<file path="config.mk">
export PLATFORM = sky130hd
export DESIGN_NAME = km2d_cell
export DESIGN_NICKNAME = d
export VERILOG_FILES = /design/src/hdl/assert_macros.svh /design/src/hdl/km2d_cell.sv
export SDC_FILE = /design/constraint.sdc
export NUM_CORES = 2
export LEC_CHECK = 0
export ABC_CLOCK_PERIOD_IN_PS = 10800
export BUFFER_PORTS_ARGS = -buffer_cell sky130_fd_sc_hd__buf_4
export CAP_MARGIN = 30
export CORE_AREA = 4 4 298 271
export DETAILED_ROUTE_END_ITERATION = 16
export DIE_AREA = 0 0 302 275
export HOLD_SLACK_MARGIN = 0.12
export MAX_ROUTING_LAYER = met4
export PLACE_DENSITY = 0.55
export SETUP_SLACK_MARGIN = 0.1
export SLEW_MARGIN = 20
export SYNTH_ARGS = -nofsm -noshare
export SYNTH_HDL_FRONTEND = slang
export SYNTH_SLANG_ARGS = --single-unit
</file>
<file path="constraint.sdc">
create_clock -name clk -period 10.8 [get_ports clk]
set_input_delay 2.16 -clock clk [delete_from_list [all_inputs] [get_ports clk]]
set_output_delay 2.16 -clock clk [all_outputs]
set_load 0.03 [all_outputs]
</file>
<file path="src/hdl/assert_macros.svh">
// assert_macros.svh: assertion helpers for the k-means block
`ifndef ASSERT_MACROS_SVH
`define ASSERT_MACROS_SVH
`ifndef ASSERT_OFF
`define ASSERT_IMPL(label, clk, rst_n, prop) \
  label: assert property (@(posedge clk) disable iff (!rst_n) prop) else $error("assertion failed");
`define ASSERT_NEVER(label, clk, rst_n, expr) \
  label: assert property (@(posedge clk) disable iff (!rst_n) !(expr)) else $error("assertion failed");
`else
`define ASSERT_IMPL(label, clk, rst_n, prop)
`define ASSERT_NEVER(label, clk, rst_n, expr)
`endif
`endif

</file>
<file path="src/hdl/km2d_cell.sv">
`timescale 1ns / 1ps
// ----------------------------------------------------------------------------
// km2d_cell: one centroid cell of the distance chain
// Holds a centroid, compares its squared distance against the best so far
// carried in from the left, and hands the winning distance and index on.
// Accumulates member sums when a tagged point comes back on the return path.
// ----------------------------------------------------------------------------
module km2d_cell #(
  parameter int unsigned CW  = 16,
  parameter int unsigned IW  = 3,
  parameter int unsigned IDX = 0,
  parameter int unsigned SW  = 26,
  parameter int unsigned NW  = 11
) (
  input  logic                 clk,
  input  logic                 rst_n,
  input  logic                 en,        // cell in use
  // centroid write
  input  logic                 wr_en,
  input  logic signed [CW-1:0] wr_x,
  input  logic signed [CW-1:0] wr_y,
  // forward chain
  input  logic                 v_in,
  input  logic signed [CW-1:0] px_in,
  input  logic signed [CW-1:0] py_in,
  input  logic [2*CW+1:0]      bd_in,
  input  logic [IW-1:0]        bi_in,
  output logic                 v_out,
  output logic signed [CW-1:0] px_out,
  output logic signed [CW-1:0] py_out,
  output logic [2*CW+1:0]      bd_out,
  output logic [IW-1:0]        bi_out,
  // accumulate point tagged with its winner
  input  logic                 acc_clr,
  input  logic                 acc_v,
  input  logic [IW-1:0]        acc_i,
  input  logic signed [CW-1:0] acc_x,
  input  logic signed [CW-1:0] acc_y,
  output logic signed [SW-1:0] sum_x,
  output logic signed [SW-1:0] sum_y,
  output logic [NW-1:0]        tally,
  output logic signed [CW-1:0] cx,
  output logic signed [CW-1:0] cy
);
  logic signed [CW-1:0] cx_r, cy_r;
  logic signed [CW:0]   dx_r, dy_r;
  logic                 v1_r;
  logic signed [CW-1:0] px1_r, py1_r;
  logic [2*CW+1:0]      bd1_r;
  logic [IW-1:0]        bi1_r;
  logic [2*CW+1:0]      d_nxt;
  logic [CW-1:0]        ax, ay;
  logic [2*CW-1:0]      sqx, sqy;
  logic                 v_r;
  logic signed [CW-1:0] px_r, py_r;
  logic [2*CW+1:0]      bd_r;
  logic [IW-1:0]        bi_r;
  logic signed [SW-1:0] sx_r, sy_r;
  logic [NW-1:0]        n_r;

  // magnitudes fit CW bits unsigned
  assign ax    = dx_r[CW] ? CW'(-dx_r) : dx_r[CW-1:0];
  assign ay    = dy_r[CW] ? CW'(-dy_r) : dy_r[CW-1:0];
  assign sqx   = (2*CW)'(ax) * (2*CW)'(ax);
  assign sqy   = (2*CW)'(ay) * (2*CW)'(ay);
  assign d_nxt = {2'b00, sqx} + {2'b00, sqy};

  always_ff @(posedge clk) begin
    if (!rst_n) begin
      cx_r <= '0;
      cy_r <= '0;
      v1_r <= 1'b0;
      v_r  <= 1'b0;
      sx_r <= '0;
      sy_r <= '0;
      n_r  <= '0;
    end else begin
      if (wr_en) begin
        cx_r <= wr_x;
        cy_r <= wr_y;
      end
      v1_r <= v_in;
      v_r  <= v1_r;
      if (acc_clr) begin
        sx_r <= '0;
        sy_r <= '0;
        n_r  <= '0;
      end else if (acc_v && acc_i == IW'(IDX)) begin
        sx_r <= sx_r + SW'(acc_x);
        sy_r <= sy_r + SW'(acc_y);
        n_r  <= n_r + 1'b1;
      end
    end
  end

  always_ff @(posedge clk) begin
    dx_r  <= (CW+1)'(px_in) - (CW+1)'(cx_r);
    dy_r  <= (CW+1)'(py_in) - (CW+1)'(cy_r);
    px1_r <= px_in;
    py1_r <= py_in;
    bd1_r <= bd_in;
    bi1_r <= bi_in;
    px_r  <= px1_r;
    py_r  <= py1_r;
    if (en && (IDX == 0 || d_nxt < bd1_r)) begin
      bd_r <= d_nxt;
      bi_r <= IW'(IDX);
    end else begin
      bd_r <= bd1_r;
      bi_r <= bi1_r;
    end
  end

  assign v_out  = v_r;
  assign px_out = px_r;
  assign py_out = py_r;
  assign bd_out = bd_r;
  assign bi_out = bi_r;
  assign sum_x  = sx_r;
  assign sum_y  = sy_r;
  assign tally  = n_r;
  assign cx     = cx_r;
  assign cy     = cy_r;
endmodule

</file>
==> reports/metrics.cfg <==
[routing]
drc_errors=0
vias_per_cell=4.62
vias=19357
drt_iter0_markers=918
wirelength_mm=73.7
ant_nets=0
wl_per_cell_um=17.6
firstDrtPassIters=5

[sta]
worst_slew_pin_slew_ps=979
hold_viol_final=0
fin_setup_tns_ps=0
rsz0062_at_grt=no
slew_headroom_pct=34.3
min_period_ps=9970
finalSetupViolations=0
fmax_mhz=100
final.period_utilization_pct=92.3
slew_violations=0
finClkSkew_ps=46.8

[clock_network]
htreeDepth=2
cts_tree=done
cts_setup_buffers=0
cts_root_buf=clkbuf_16
insertion_delay_ps=560
post_cts_resize_count=0
numCtsBuffers=34
ctsHoldBuffers=0
clk_pin_slew_ps=60
clkSinkCount=269
clk_path_buf_depth=3

[floorplanning]
io_pins=308
die_area_sq_um=83100
coreArea_sq_um=77400
num_rows=97
start_util_pct=33.9
die_w_um=302
die_y_um=275

[yosys]
synth-compound-area-share_pct=8.36
synth-main-ff-cell=dfxtp_1
synthesis.nets=3613
synth-edff-count=0
synth-simple-area-share_pct=11.4
synth_top_family_by_area=adder cells
postSynthCellCount=2801
synth.avg_cell_area_sq_um=9.37
synthDistinctLibCells=73
yosys-mux-area-fraction_pct=2.59
yosysSeqAreaShare_pct=20.5
yosys.area_share.adder_pct=42.9
yosysWarningCount=0
synthXorXnorAreaFrac_pct=4.72
synth_async_sr_flop_share_pct=0
netlist_area_sq_um=26200
ys_seq_elements=269

[layout]
area_growth_pct=18.1
drive_above_1_share_pct=14.5
nNetsFinal=3936
fillers=7887

[global_route]
grt_pass1_wl_mm=117
grt_max_degree=60
grt-ovfl-total=0
grt.busiest_layer=met2
met2_usage_pct=28.8
use_met3_pct=5.14
grt_use_total_pct=18.6
grt_pass1_vias=20375
met1_usage_pct=24.6
antenna_found_initial=4

[setup_path]
cp-start-kind=flop
cp_common_cell=fa_1
slowest_delay_ps=630
critical_path.max_fanout=12
criticalPathCategory=reg -> reg
crit_path_end_kind=flop
crit_arrival_ps=10420
crit_required_ps=11240
slowest_stage=fa_1

[place]
port_buffers=307
gp_congestion=0.873
dp_hpwl_mm=62.6

[worst_hold_path]
hp-class=reg -> reg

[run_status]
outcome=finished clean

[job]
cap_violations=0

logic make-up after synthesis:
| group | count (synthesis) |
|---|---|
| multiplexers | 64 |
| XOR/XNOR | 139 |
| buffers and inverters | 656 |
| AND/OR/NAND/NOR | 654 |
| flip-flops | 269 |
| adder cells (fa/ha/maj) | 669 |
| AO/OA/AOI/OAI | 350 |
Yosys cell counts (4+ instances only):
| library cell | number | area share, % |
|---|---|---|
| a21o_1 | 43 | 1.2 |
| and2_1 | 6 | 0.14 |
| nand2b_1 | 31 | 0.74 |
| dfxtp_1 | 269 | 21 |
| mux2_2 | 31 | 1.3 |
| nor3_1 | 22 | 0.42 |
| clkinv_1 | 9 | 0.13 |
| o211ai_1 | 9 | 0.26 |
| fa_1 | 386 | 29 |
| o31ai_1 | 11 | 0.31 |
| a31oi_1 | 11 | 0.26 |
| or3_1 | 22 | 0.52 |
| nor2b_1 | 52 | 1.2 |
| a211oi_1 | 21 | 0.60 |
| clkbuf_1 | 46 | 0.66 |
| inv_2 | 5 | 0.072 |
| mux2i_1 | 33 | 1.3 |
| inv_1 | 586 | 8.4 |
| nor2_1 | 211 | 3.0 |
| o21bai_1 | 14 | 0.40 |
| and3_1 | 11 | 0.26 |
| o21ai_0 | 68 | 1.3 |
| xnor2_1 | 85 | 2.8 |
| or4_1 | 4 | 0.11 |
| nor4_1 | 5 | 0.12 |
| a21boi_0 | 6 | 0.17 |
| o41ai_1 | 6 | 0.20 |
| a21oi_1 | 126 | 2.4 |
| xor2_1 | 51 | 1.7 |
| nand3_1 | 34 | 0.65 |
| o21a_1 | 7 | 0.20 |
| buf_1 | 4 | 0.057 |
| nand2_1 | 224 | 3.2 |
| ha_1 | 283 | 13 |
| nand4_1 | 13 | 0.31 |
cells in the final DEF, fill, tap and decap left out, types with 43 or more instances in the layout:
master and instances:
a21o_1 43, a21oi_1 126, buf_4 343, dfxtp_1 269
fa_1 386, ha_1 283, inv_1 586, nand2_1 224
nor2_1 211, nor2b_1 52, o21ai_0 67, xnor2_1 85
xor2_1 51
layout make-up:
class,count,area [sq um],share of cell area (%)
repair buffers,343,2570,8.30
clock buffers,44,950,3.06
clock inverters,17,166,0.537
well taps,1039,1300,4.19
multi-input cells,1876,18400,59.3
diodes,2,5.00,0.0161
inverters,600,2250,7.26
flip-flops and latches,269,5390,17.4
worst max-delay path: cells and delay by family (launching register included):
family          cells  cell delay [ps]
simple gates        6              790
xor+xnor            2              620
fa+ha+maj          10             4780
buf+inv             4              880
compound gates      7             1960
mux                 1              260
flops               1              560
path summary, 6_finish.rpt:
check,start,to,slack [ps],depth (start not counted)
worst max register to register,dx_r[0],bd_out[30],830,30
worst min-delay path,py1_r[12],py_out[12],310,0
worst min register to register,py1_r[12],py_out[12],310,0
worst max-delay path,dx_r[0],bd_out[30],830,30
per-stage QoR:
stage / cell area (sq um) / utilization, % / hold slack, ps / worst slack [ps] / cells
after CTS: 31000 / 40.0 / 320 / 740 / 4188
after detailed placement: 29900 / 38.6 / 312 / 794 / 4127
final: 31000 / 40.1 / 312 / 828 / 4190
after floorplan: 26200 / - / 310 / 2130 / 2801
after global placement: 29900 / 38.6 / 310 / 888 / 4127
after global routing: 31000 / 40.1 / 321 / 343 / 4190
registers in the layout, indices dropped and copies added, names as in the netlist, 11 cells and up:
name,count
py_out,16
tally,11
bd_out,34
px_out,16
cx,16
cy,16
px1_r,16
dx_r,17
sum_y,26
py1_r,16
bd1_r,34
dy_r,17
sum_x,26
metal layers:
metal	share of wire (%)	routed length (um)	up-vias
met5	0	0	-
met4	1.8	1340	0
met3	8.0	5920	76
met2	45	33200	477
met1	45	33200	9346
li1	-	-	9458
Power is left out: the tool's default activity adds up to more than one toggle a clock period on the data nets, which glitch-free logic cannot reach.
