[src/hdl/assert_macros.svh]
// assert_macros.svh: assertion helpers for the k-means block
`ifndef ASSERT_MACROS_SVH
`define ASSERT_MACROS_SVH
`ifndef ASSERT_OFF
`define ASSERT_IMPL(label, clk, rst_n, prop) \
  label: assert property (@(posedge clk) disable iff (!rst_n) prop) else $error("assertion failed");
`define ASSERT_NEVER(label, clk, rst_n, expr) \
  label: assert property (@(posedge clk) disable iff (!rst_n) !(expr)) else $error("assertion failed");
`else
`define ASSERT_IMPL(label, clk, rst_n, prop)
`define ASSERT_NEVER(label, clk, rst_n, expr)
`endif
`endif

[src/hdl/km2d_div.sv]
`timescale 1ns / 1ps
// ----------------------------------------------------------------------------
// km2d_div: signed restoring divider, one quotient bit per cycle
// Quotient truncates toward zero.
// ----------------------------------------------------------------------------
module km2d_div #(
  parameter int unsigned SW = 26,
  parameter int unsigned NW = 11
) (
  input  logic                 clk,
  input  logic                 rst_n,
  input  logic                 go,
  input  logic signed [SW-1:0] num,
  input  logic [NW-1:0]        den,
  output logic                 done,
  output logic signed [SW-1:0] quo
);
  localparam int unsigned CNT_W = $clog2(SW + 1);
  logic [SW-1:0]    q_r;
  logic [NW:0]      rem_r;
  logic [NW-1:0]    d_r;
  logic             neg_r, busy_r, done_r;
  logic [CNT_W-1:0] cnt_r;
  logic [NW:0]      trial;
  logic [SW-1:0]    mag;

  assign mag   = num[SW-1] ? SW'(-num) : SW'(num);
  assign trial = {rem_r[NW-1:0], q_r[SW-1]};

  always_ff @(posedge clk) begin
    if (!rst_n) begin
      busy_r <= 1'b0;
      done_r <= 1'b0;
      cnt_r  <= '0;
    end else begin
      done_r <= 1'b0;
      if (go) begin
        busy_r <= 1'b1;
        cnt_r  <= CNT_W'(SW);
      end else if (busy_r) begin
        cnt_r <= cnt_r - 1'b1;
        if (cnt_r == CNT_W'(1)) begin
          busy_r <= 1'b0;
          done_r <= 1'b1;
        end
      end
    end
  end

  always_ff @(posedge clk) begin
    if (go) begin
      q_r   <= mag;
      rem_r <= '0;
      d_r   <= den;
      neg_r <= num[SW-1];
    end else if (busy_r) begin
      if (trial >= {1'b0, d_r}) begin
        rem_r <= trial - {1'b0, d_r};
        q_r   <= {q_r[SW-2:0], 1'b1};
      end else begin
        rem_r <= trial;
        q_r   <= {q_r[SW-2:0], 1'b0};
      end
    end
  end

  // an abandoned division never reports done once a new one starts
  assign done = done_r & ~go;
  assign quo  = neg_r ? SW'(-q_r) : SW'(q_r);
endmodule

[config.mk]
export PLATFORM = sky130hd
export DESIGN_NAME = km2d_div
export DESIGN_NICKNAME = d
export VERILOG_FILES = /design/src/hdl/assert_macros.svh /design/src/hdl/km2d_div.sv
export SDC_FILE = /design/constraint.sdc
export NUM_CORES = 1
export LEC_CHECK = 0
export BUFFER_PORTS_ARGS = -buffer_cell sky130_fd_sc_hd__buf_2
export CORE_MARGIN = 2
export CORE_UTILIZATION = 50
export CTS_CLUSTER_DIAMETER = 120
export DETAILED_ROUTE_END_ITERATION = 6
export HOLD_SLACK_MARGIN = 0.12
export PLACE_DENSITY_LB_ADDON = 0.05
export SETUP_SLACK_MARGIN = 0.15
export SLEW_MARGIN = 20
export SYNTH_ARGS = -nofsm -noshare
export SYNTH_HDL_FRONTEND = slang
export SYNTH_SLANG_ARGS = --single-unit
[constraint.sdc]
create_clock -name clk -period 4 [get_ports clk]
set_clock_uncertainty 0.15 [all_clocks]
set_input_delay 1.2 -clock clk [delete_from_list [all_inputs] [get_ports clk]]
set_output_delay 1.2 -clock clk [all_outputs]
set_load 0.05 [all_outputs]
==> flow_summary.toml, run 1 <==
[critical_path]
critPathBufInv = 1
cp_common_cell = "or4_4"
cp.required_ns = 2.65
reg2reg_to = "rem_r[10]$_SDFFE_PP0P_"
arrival_ns = 2.94
end_kind = "output port"
cp_max_fo = 5
crit_chain = "or3_4 -> or4_4 -> or4_4 -> or2_4 -> o41ai_4 -> xnor2_2 -> buf_6"
worstReg2RegStart = "q_r[25]$_DFFE_PP_"
critPathSlowestCell = "or4_4"
critPathMaxStageDelay_ns = 0.48
crit_family = "simple AND/OR/NAND/NOR gates"
reg2regPathDepth = 9
start_kind = "flip-flop"
worst-r2r-setup-slack_ns = 0.80
critical_path_class = "reg -> out"

[yosys]
syn_area_um2 = 3820
post_synth_inst_count = 424
ys_seq_elements = 56
yosys_most_used_dff = "edfxtp_1"
synth_fp_nets = 480
async_flop_share_pct = 0
syn_avg_cell_area_um2 = 9.02
synth-seq-area-share_pct = 39.3
synth_edf_count = 38
yosysWarnings = 0
netlist-cell-type-count = 51

[floorplanning]
core_area_um2 = 7330
dieArea_um2 = 8370
io_pins = 67
start_util_pct = 52.2
die_x_um = 91.5
fp.dieH_um = 91.5
row_count = 31

[finish]
layout.cells.non_filler = 600
nNetsFinal = 556
fillerInstances = 619
layout-area-overhead-vs-synth_pct = 23.1
n_antenna_cell = 0
fin_area_um2 = 4710
drive_above_1_share_pct = 26.5

[global_routing]
grt_pass1_wl_mm = 13.7
met2_usage_pct = 35.4
use_met3_pct = 2.24
track_usage_pct = 20.1
grt_max_degree = 76
grtUsageMet1_pct = 25.9
grt.overflow.total = 0
grt.busiest_layer = "met2"
antenna_found_initial = 0
grt_pass1_vias = 2960

[clock_network]
numClockSinks = 56
cts_buffer_depth = 2
clk_pin_slew_ns = 0.11
cts_tree = "done"
worstSkewPairLatency_ns = 0.32
htree_levels = 2
cts_buffers = 5
cts-root-buf = "clkbuf_8"

[sta]
period_share_pct = 107
setup-tns-final_ns = -1.67
clock.fmax_ghz = 0.233
tightestPinTransition_ns = 0.738
slew_headroom_pct = 50.8
slew_violations = 0
setup_ws_ns = -0.287
fin_crit_ns = 4.29
finalHoldViolCount = 0
rsz0062_at_grt = "yes"
hold_slack_ns = 0.365
finalSetupViolations = 8

[power]
power_leakage_nw = 1.92
ir_worst_vdd_v = 0.000187
p_per_area_nw_per_um2 = 357

[worst_hold_path]
worstHoldStart = "rem_r[3]$_SDFFE_PP0P_"
hp-class = "reg -> reg"
whs_endpoint = "rem_r[3]$_SDFFE_PP0P_"
whs_path_depth = 2

[status]
run_status = "finished, violations left"
violations = "negative setup slack"

[route]
via_count = 3257
drc = 0
wl_per_cell_um = 13.8
drt.antenna.violating_nets = 0
via_per_inst = 5.43
first_pass_iters = 4
drt-initial-drc-count = 174
drt-total-wl_mm = 8.26

[placement]
pre_cts_ws_ns = -0.149
place_inst = 584
io_buffers = 66
routabilityCongestion = 0.870
dpl_cell_area_um2 = 4380
hpwl_mm = 6.13

[flow_run]
cap_violations = 0
## per-layer routing
metal / part of all wire (%) / wire length, um
met1: 44 / 3650
met2: 51 / 4210
met3: 3.5 / 293
met4: 1.3 / 110
met5: 0 / 0
## flip-flops by register name, indices dropped and copies added (netlist names)
signal and cells:
busy_r 1, cnt_r 5, d_r 11, done_r 1
neg_r 1, q_r 26, rem_r 11
## layout make-up
cell class	count	area, um^2	area share, %
inverters	25	93.8	1.99
clock inverters	3	21.3	0.452
well taps	99	124	2.63
clock buffers	5	68.8	1.46
flip-flops and latches	56	1500	31.9
repair buffers	88	562	11.9
multi-input cells	324	2340	49.7
## cell usage after synthesis, types with 7 or more instances
| library cell | n | area, um^2 |
|---|---|---|
| o21ai_0 | 33 | 165 |
| xnor2_1 | 25 | 219 |
| edfxtp_1 | 38 | 1140 |
| o31ai_1 | 12 | 90.1 |
| or3_1 | 8 | 50.1 |
| ha_1 | 15 | 188 |
| inv_1 | 25 | 93.8 |
| or4_1 | 7 | 52.6 |
| xor2_1 | 30 | 263 |
| a21oi_1 | 32 | 160 |
| clkbuf_1 | 15 | 56.3 |
| nand3_1 | 10 | 50.1 |
| dfxtp_1 | 18 | 360 |
| nor2_1 | 51 | 191 |
| nand2_1 | 26 | 97.6 |
## worst register-to-register path, cell delays in order (launching register included)
cell and delay, ns:
edfxtp_1 0.49, inv_1 0.10, ha_1 0.24, fa_1 0.40, nor2b_1 0.17, o31a_1 0.20, o21ai_1 0.20, a21oi_1 0.58
o21ai_0 0.25, a311oi_1 0.32
## layout by cell type (no fill, tap or decap), types with 18 or more instances in the layout
cell type | Yosys | routed
buf_2 | 1 | 53
nor2_1 | 51 | 51
edfxtp_1 | 38 | 38
a21oi_1 | 32 | 31
o21ai_0 | 33 | 28
xor2_1 | 30 | 27
inv_1 | 25 | 25
nand2_1 | 26 | 25
buf_4 | 1 | 25
xnor2_1 | 25 | 18
dfxtp_1 | 18 | 18
## worst max-delay path by stage
stage,from,endpoint,depth (start not counted)
after floorplan,q_r[4]$_DFFE_PP_,quo[19],6
after global placement,q_r[4]$_DFFE_PP_,quo[23],7
after detailed placement,q_r[4]$_DFFE_PP_,quo[19],7
after CTS,q_r[4]$_DFFE_PP_,quo[23],7
after global routing,q_r[4]$_DFFE_PP_,quo[19],7
final,q_r[4]$_DFFE_PP_,quo[19],7
## through the flow
stage | util [%] | power (mW)
2_1_floorplan | - | 1.18
3_3_place_gp | 59.8 | 1.32
3_5_place_dp | 59.8 | 1.33
4_1_cts | 63.2 | 1.69
5_1_grt | 64.2 | 1.77
6_report | 64.2 | 1.68
## kinds of logic after synthesis
kind of cell    after synthesis  synth area share [%]
flops                        56                  39.3
fa+ha+maj                    16                  5.43
xor+xnor                     55                  12.6
compound gates              109                  18.6
mux                           7                  1.90
buf+inv                      44                  4.45
simple gates                137                  17.8
## where the power goes
part	total [mW]	switching, mW	leakage [nW]	internal [mW]
registers	0.738	0.0567	0.522	0.681
logic	0.626	0.392	1.35	0.235
clock network	0.318	0.193	0.0445	0.125
## timing repair
action                     in CTS  in global routing
setup endpoints to repair      13                 14
gates resized for setup        38                 10
pin swaps                       4                  6
hold buffers                    0                  0
buffers inserted                4                  4
Note: power is estimated with default switching activity, not from simulation.
==> run 2, diff against run 1 <==
==> constraint.sdc (replaced) <==
create_clock -name clk -period 4 [get_ports clk]
set_clock_uncertainty 0.15 [all_clocks]
set_input_delay 1.2 -clock clk [delete_from_list [all_inputs] [get_ports clk]]
set_output_delay 1.2 -clock clk [all_outputs]
set_load 0.01 [all_outputs]
==> flow_summary.toml, run 2 (synthesis gave the netlist of run 1 again) <==
[clock_network]
numClockSinks = 56
htree_levels = 2
cts_buffers = 5
cts_buffer_depth = 2
worstSkewPairLatency_ns = 0.31
cts-root-buf = "clkbuf_8"
cts_tree = "done"
clk_pin_slew_ns = 0.10

[critical_path]
cp_max_fo = 5
crit_chain = "or3_4 -> or4_4 -> or4_4 -> or2_4 -> o41ai_4 -> xnor2_1 -> buf_2"
arrival_ns = 2.89
critical_path_class = "reg -> out"
end_kind = "output port"
critPathMaxStageDelay_ns = 0.49
cp_common_cell = "or4_4"
critPathSlowestCell = "or4_4"
cp.required_ns = 2.65
start_kind = "flip-flop"
critPathBufInv = 1
crit_family = "simple AND/OR/NAND/NOR gates"

[finish]
layout-area-overhead-vs-synth_pct = 16.6
top_regs = "q_r (26), d_r (11), rem_r (11)"
regMostFlops = "q_r"
drive_above_1_share_pct = 21.3
fin_area_um2 = 4460
n_antenna_cell = 0
final_util_pct = 60.8
layout_common_cells = "buf_2 (66), nor2_1 (51), edfxtp_1 (38)"
final_common_cell = "buf_2"
multiInputGateArea_um2 = 2230
nNetsFinal = 547
layout.cells.non_filler = 591
largest_reg_flops = 26
fillerInstances = 665
seq_area_um2 = 1500

[power]
ir_worst_vdd_v = 0.000196
internal-power_mw = 1.00
swShare_pct = 32.2
power_frac_clock_pct = 21.1
p_per_area_nw_per_um2 = 331
pwr-share-comb_pct = 29.0
netSwitchingPower_mw = 0.476
seqPwrFrac_pct = 49.9
power_leakage_nw = 1.80

[floorplanning]
dieArea_um2 = 8370
start_util_pct = 52.2
row_count = 31
core_area_um2 = 7330
die_x_um = 91.5
fp.dieH_um = 91.5
io_pins = 67

[global_routing]
grt.busiest_layer = "met2"
met2_usage_pct = 37.9
grtUsageMet1_pct = 27.0
grt_pass1_vias = 3179
track_usage_pct = 21.1
grt_pass1_wl_mm = 14.6
grt_max_degree = 76
use_met3_pct = 2.82
antenna_found_initial = 0
grt.overflow.total = 0

[status]
violations = "negative setup slack"
run_status = "finished, violations left"

[placement]
dpl_cell_area_um2 = 4290
place_inst = 581
hpwl_mm = 6.24
routabilityCongestion = 0.873
io_buffers = 66

[route]
via_per_inst = 5.56
drt-initial-drc-count = 155
via_count = 3284
drt-total-wl_mm = 8.59
wl_per_cell_um = 14.5
drt.antenna.violating_nets = 0
drc = 0
first_pass_iters = 5

[sta]
clock.fmax_ghz = 0.236
period_share_pct = 106
slew_headroom_pct = 49.3
tightestPinTransition_ns = 0.760
slew_violations = 0
fin_crit_ns = 4.24
finalHoldViolCount = 0
finalSetupViolations = 5
rsz0062_at_grt = "yes"
setup_ws_ns = -0.235

[flow_run]
cap_violations = 0

[worst_hold_path]
hp-class = "reg -> reg"
## run 2: cell count changes in the layout (fill, tap and decap cells not counted), sizes merged
| cell | change |
|---|---|
| clkinvlp | -1 |
| inv | -1 |
| buf | -8 |
| clkbuf | +1 |
## run 2: what timing repair did
action / in CTS / in global routing
endpoints found under the setup margin: 13 / 12
hold buffers: 0 / 0
pin swaps: 2 / 4
buffers inserted: 1 / 1
resized for setup: 9 / 4
## run 2: layer usage
metal	vias up	share of wire, %
met1	1534	45
met5	-	0
met2	78	50
li1	1660	-
met4	0	1.1
met3	12	4.0
## run 2: tightest hold or removal path, delay by kind of cell, from the launching register on
| family | cells | cell delay (ns) |
|---|---|---|
| simple gates | 1 | 0.06 |
| flops | 1 | 0.35 |
| compound gates | 1 | 0.06 |
## run 2: path summary, 6_finish.rpt
kind	start	cells past startpoint	to	slack [ns]
setup reg to reg	q_r[25]$_DFFE_PP_	9	rem_r[9]$_SDFFE_PP0P_	1.06
hold reg to reg	rem_r[8]$_SDFFE_PP0P_	2	rem_r[8]$_SDFFE_PP0P_	0.35
setup / recovery	q_r[4]$_DFFE_PP_	7	quo[19]	-0.24
hold / removal	rem_r[8]$_SDFFE_PP0P_	2	rem_r[8]$_SDFFE_PP0P_	0.35
## run 2: stage by stage
stage	TNS, ns	hold WS [ns]	setup WS (ns)	power, mW
after floorplan	0	0.303	0.200	1.02
after global placement	0	0.334	0.0271	1.16
after detailed placement	-0.0203	0.350	-0.0114	1.17
after CTS	-1.16	0.359	-0.258	1.49
after global routing	-1.68	0.375	-0.348	1.57
final	-0.986	0.354	-0.235	1.48
## run 2: final cells by class
type	count	share of cell area (%)
multi-input cells	324	50.0
clock buffers	7	1.71
flip-flops and latches	56	33.7
inverters	25	2.10
repair buffers	79	9.59
well taps	99	2.78
clock inverters	1	0.196
## run 2: power by group through the flow
stage / registers [mW] / clock network [mW] / logic [mW]
floorplan: 0.731 / 0 / 0.286
CTS: 0.736 / 0.326 / 0.428
finish: 0.737 / 0.311 / 0.429
global route: 0.746 / 0.351 / 0.478
global placement: 0.745 / 0 / 0.411
detailed placement: 0.746 / 0 / 0.420
==> run 3, diff against run 2 <==
Settings changed: CORE_ASPECT_RATIO set to 0.9.
==> flow_summary.toml, run 3 (synthesis gave the netlist of run 1 again) <==
[route]
drt.antenna.violating_nets = 0
wl_per_cell_um = 14.2
drc = 0
via_per_inst = 5.41
drt-total-wl_mm = 8.46
via_count = 3221
drt-initial-drc-count = 188
first_pass_iters = 5

[global_routing]
grt.overflow.total = 0
track_usage_pct = 21.2
grt_pass1_wl_mm = 14.0
grt_pass1_vias = 2940
antenna_found_initial = 0
grt_max_degree = 76

[critical_path]
end_kind = "output port"
crit_family = "simple AND/OR/NAND/NOR gates"
critPathBufInv = 1
crit_chain = "or3_4 -> or4_4 -> or4_4 -> or2_4 -> o41ai_4 -> xnor2_1 -> buf_2"
critical_path_class = "reg -> out"
start_kind = "flip-flop"
cp_common_cell = "or4_4"
worst-r2r-setup-slack_ns = 1.04
cp_max_fo = 5
arrival_ns = 2.92
critPathSlowestCell = "or4_4"
cp.required_ns = 2.65
critPathMaxStageDelay_ns = 0.49

[sta]
slew_violations = 0
setup_ws_ns = -0.266
hold_slack_ns = 0.352
setup-tns-final_ns = -1.12
rsz0062_at_grt = "yes"
finalHoldViolCount = 0
clock.fmax_ghz = 0.234
tightestPinTransition_ns = 0.742
fin_crit_ns = 4.27
slew_headroom_pct = 50.5
period_share_pct = 107
finalSetupViolations = 5

[power]
power_frac_clock_pct = 23.3
pwr-share-comb_pct = 28.5
power_leakage_nw = 1.85
p_per_area_nw_per_um2 = 336
ir_worst_vdd_v = 0.000161
netSwitchingPower_mw = 0.484
seqPwrFrac_pct = 48.2
swShare_pct = 31.6
internal-power_mw = 1.05

[clock_network]
cts_hold_buf = 0
clk_pin_slew_ns = 0.10
htree_levels = 2
cts_buffer_depth = 2
cts_buffers = 5
worstSkewPairLatency_ns = 0.31
cts_tree = "done"
numClockSinks = 56
cts-root-buf = "clkbuf_8"

[floorplanning]
dieArea_um2 = 8370
start_util_pct = 51.2
row_count = 30
die_x_um = 96.2
core_area_um2 = 7470
io_pins = 67
fp.dieH_um = 87.0

[status]
run_status = "finished, violations left"
violations = "negative setup slack"

[finish]
layout-area-overhead-vs-synth_pct = 19.3
seq_area_um2 = 1500
top_regs = "q_r (26), d_r (11), rem_r (11)"
largest_reg_flops = 26
n_antenna_cell = 0
layout_common_cells = "buf_2 (66), nor2_1 (51), edfxtp_1 (38)"
fillerInstances = 685
multiInputGateArea_um2 = 2250
drive_above_1_share_pct = 23.8
regMostFlops = "q_r"
nNetsFinal = 554
final_common_cell = "buf_2"

[placement]
routabilityCongestion = 0.780
io_buffers = 66
hpwl_mm = 6.14

[worst_hold_path]
hp-class = "reg -> reg"

[flow_run]
cap_violations = 0
-- run 3: cell types whose count changed in the layout (fill, tap and decap cells not counted) --
| cell | previous run | this run |
|---|---|---|
| o41ai_1 | 6 | 5 |
| nand3_2 | 1 | 0 |
| clkbuf_16 | 0 | 1 |
| nand3_1 | 9 | 10 |
| buf_6 | 0 | 1 |
| o41ai_2 | 2 | 3 |
| or3_1 | 6 | 5 |
| o21ai_2 | 0 | 4 |
| buf_4 | 13 | 19 |
| o21ai_0 | 33 | 29 |
| or3_4 | 2 | 3 |
| clkbuf_1 | 2 | 0 |
| clkinv_4 | 1 | 2 |
-- run 3: path summary, 6_finish.rpt --
path	from	to	cells after the start
max reg2reg	q_r[25]$_DFFE_PP_	rem_r[10]$_SDFFE_PP0P_	9
min reg2reg	rem_r[8]$_SDFFE_PP0P_	rem_r[8]$_SDFFE_PP0P_	2
max	q_r[4]$_DFFE_PP_	quo[23]	7
min	rem_r[8]$_SDFFE_PP0P_	rem_r[8]$_SDFFE_PP0P_	2
-- run 3: what timing repair did --
| action | 4_1_cts | 5_1_grt |
|---|---|---|
| pin swaps | 3 | 2 |
| endpoints found under the setup margin | 12 | 13 |
| setup buffers | 4 | 1 |
| resized for setup | 17 | 6 |
-- run 3: stage by stage --
step           util, %  total power, mW  cell area [um^2]  setup slack [ns]  std cells
6_report          61.1             1.53              4560            -0.266        595
5_1_grt           61.1             1.63              4560            -0.347        595
4_1_cts           60.5             1.54              4520            -0.242        594
3_5_place_dp      57.7             1.17              4310            0.0172        582
3_3_place_gp      57.7             1.16              4310            0.0417        582
2_1_floorplan        -             1.02              3820             0.200        424
-- run 3: power groups by stage --
stage               Sequential, mW  Clock [mW]  Combinational [mW]
floorplan                    0.731           0               0.286
global placement             0.745           0               0.414
detailed placement           0.745           0               0.420
CTS                          0.733       0.370               0.436
global route                 0.745       0.391               0.496
finish                       0.738       0.356               0.437
-- run 3: final cells by class --
type	instances	share of cell area [%]
tap	96	2.63
timing repair buffer	86	10.6
clock buffer	6	2.06
inverter	25	2.06
clock inverter	2	0.384
sequential	56	32.9
multi-input combinational	324	49.3
-- run 3: worst reg2reg max path: stages, from the launching register on --
cell and delay [ns]:
edfxtp_1 0.37, inv_1 0.07, ha_1 0.22, fa_1 0.41, nor2b_1 0.16, o31a_1 0.21, o21ai_1 0.19, a21oi_1 0.56
o21ai_0 0.23, a311oi_1 0.28
-- run 3: layer usage --
metal / share of wire (%) / wire length (um) / vias up / global-route usage, %
met1: 50 / 4260 / 1469 / 32.1
met2: 43 / 3620 / 72 / 31.3
met4: 1.3 / 108 / 0 / 5.84
met5: 0 / 0 / - / 0
li1: - / - / 1671 / -
met3: 5.5 / 469 / 9 / 3.64
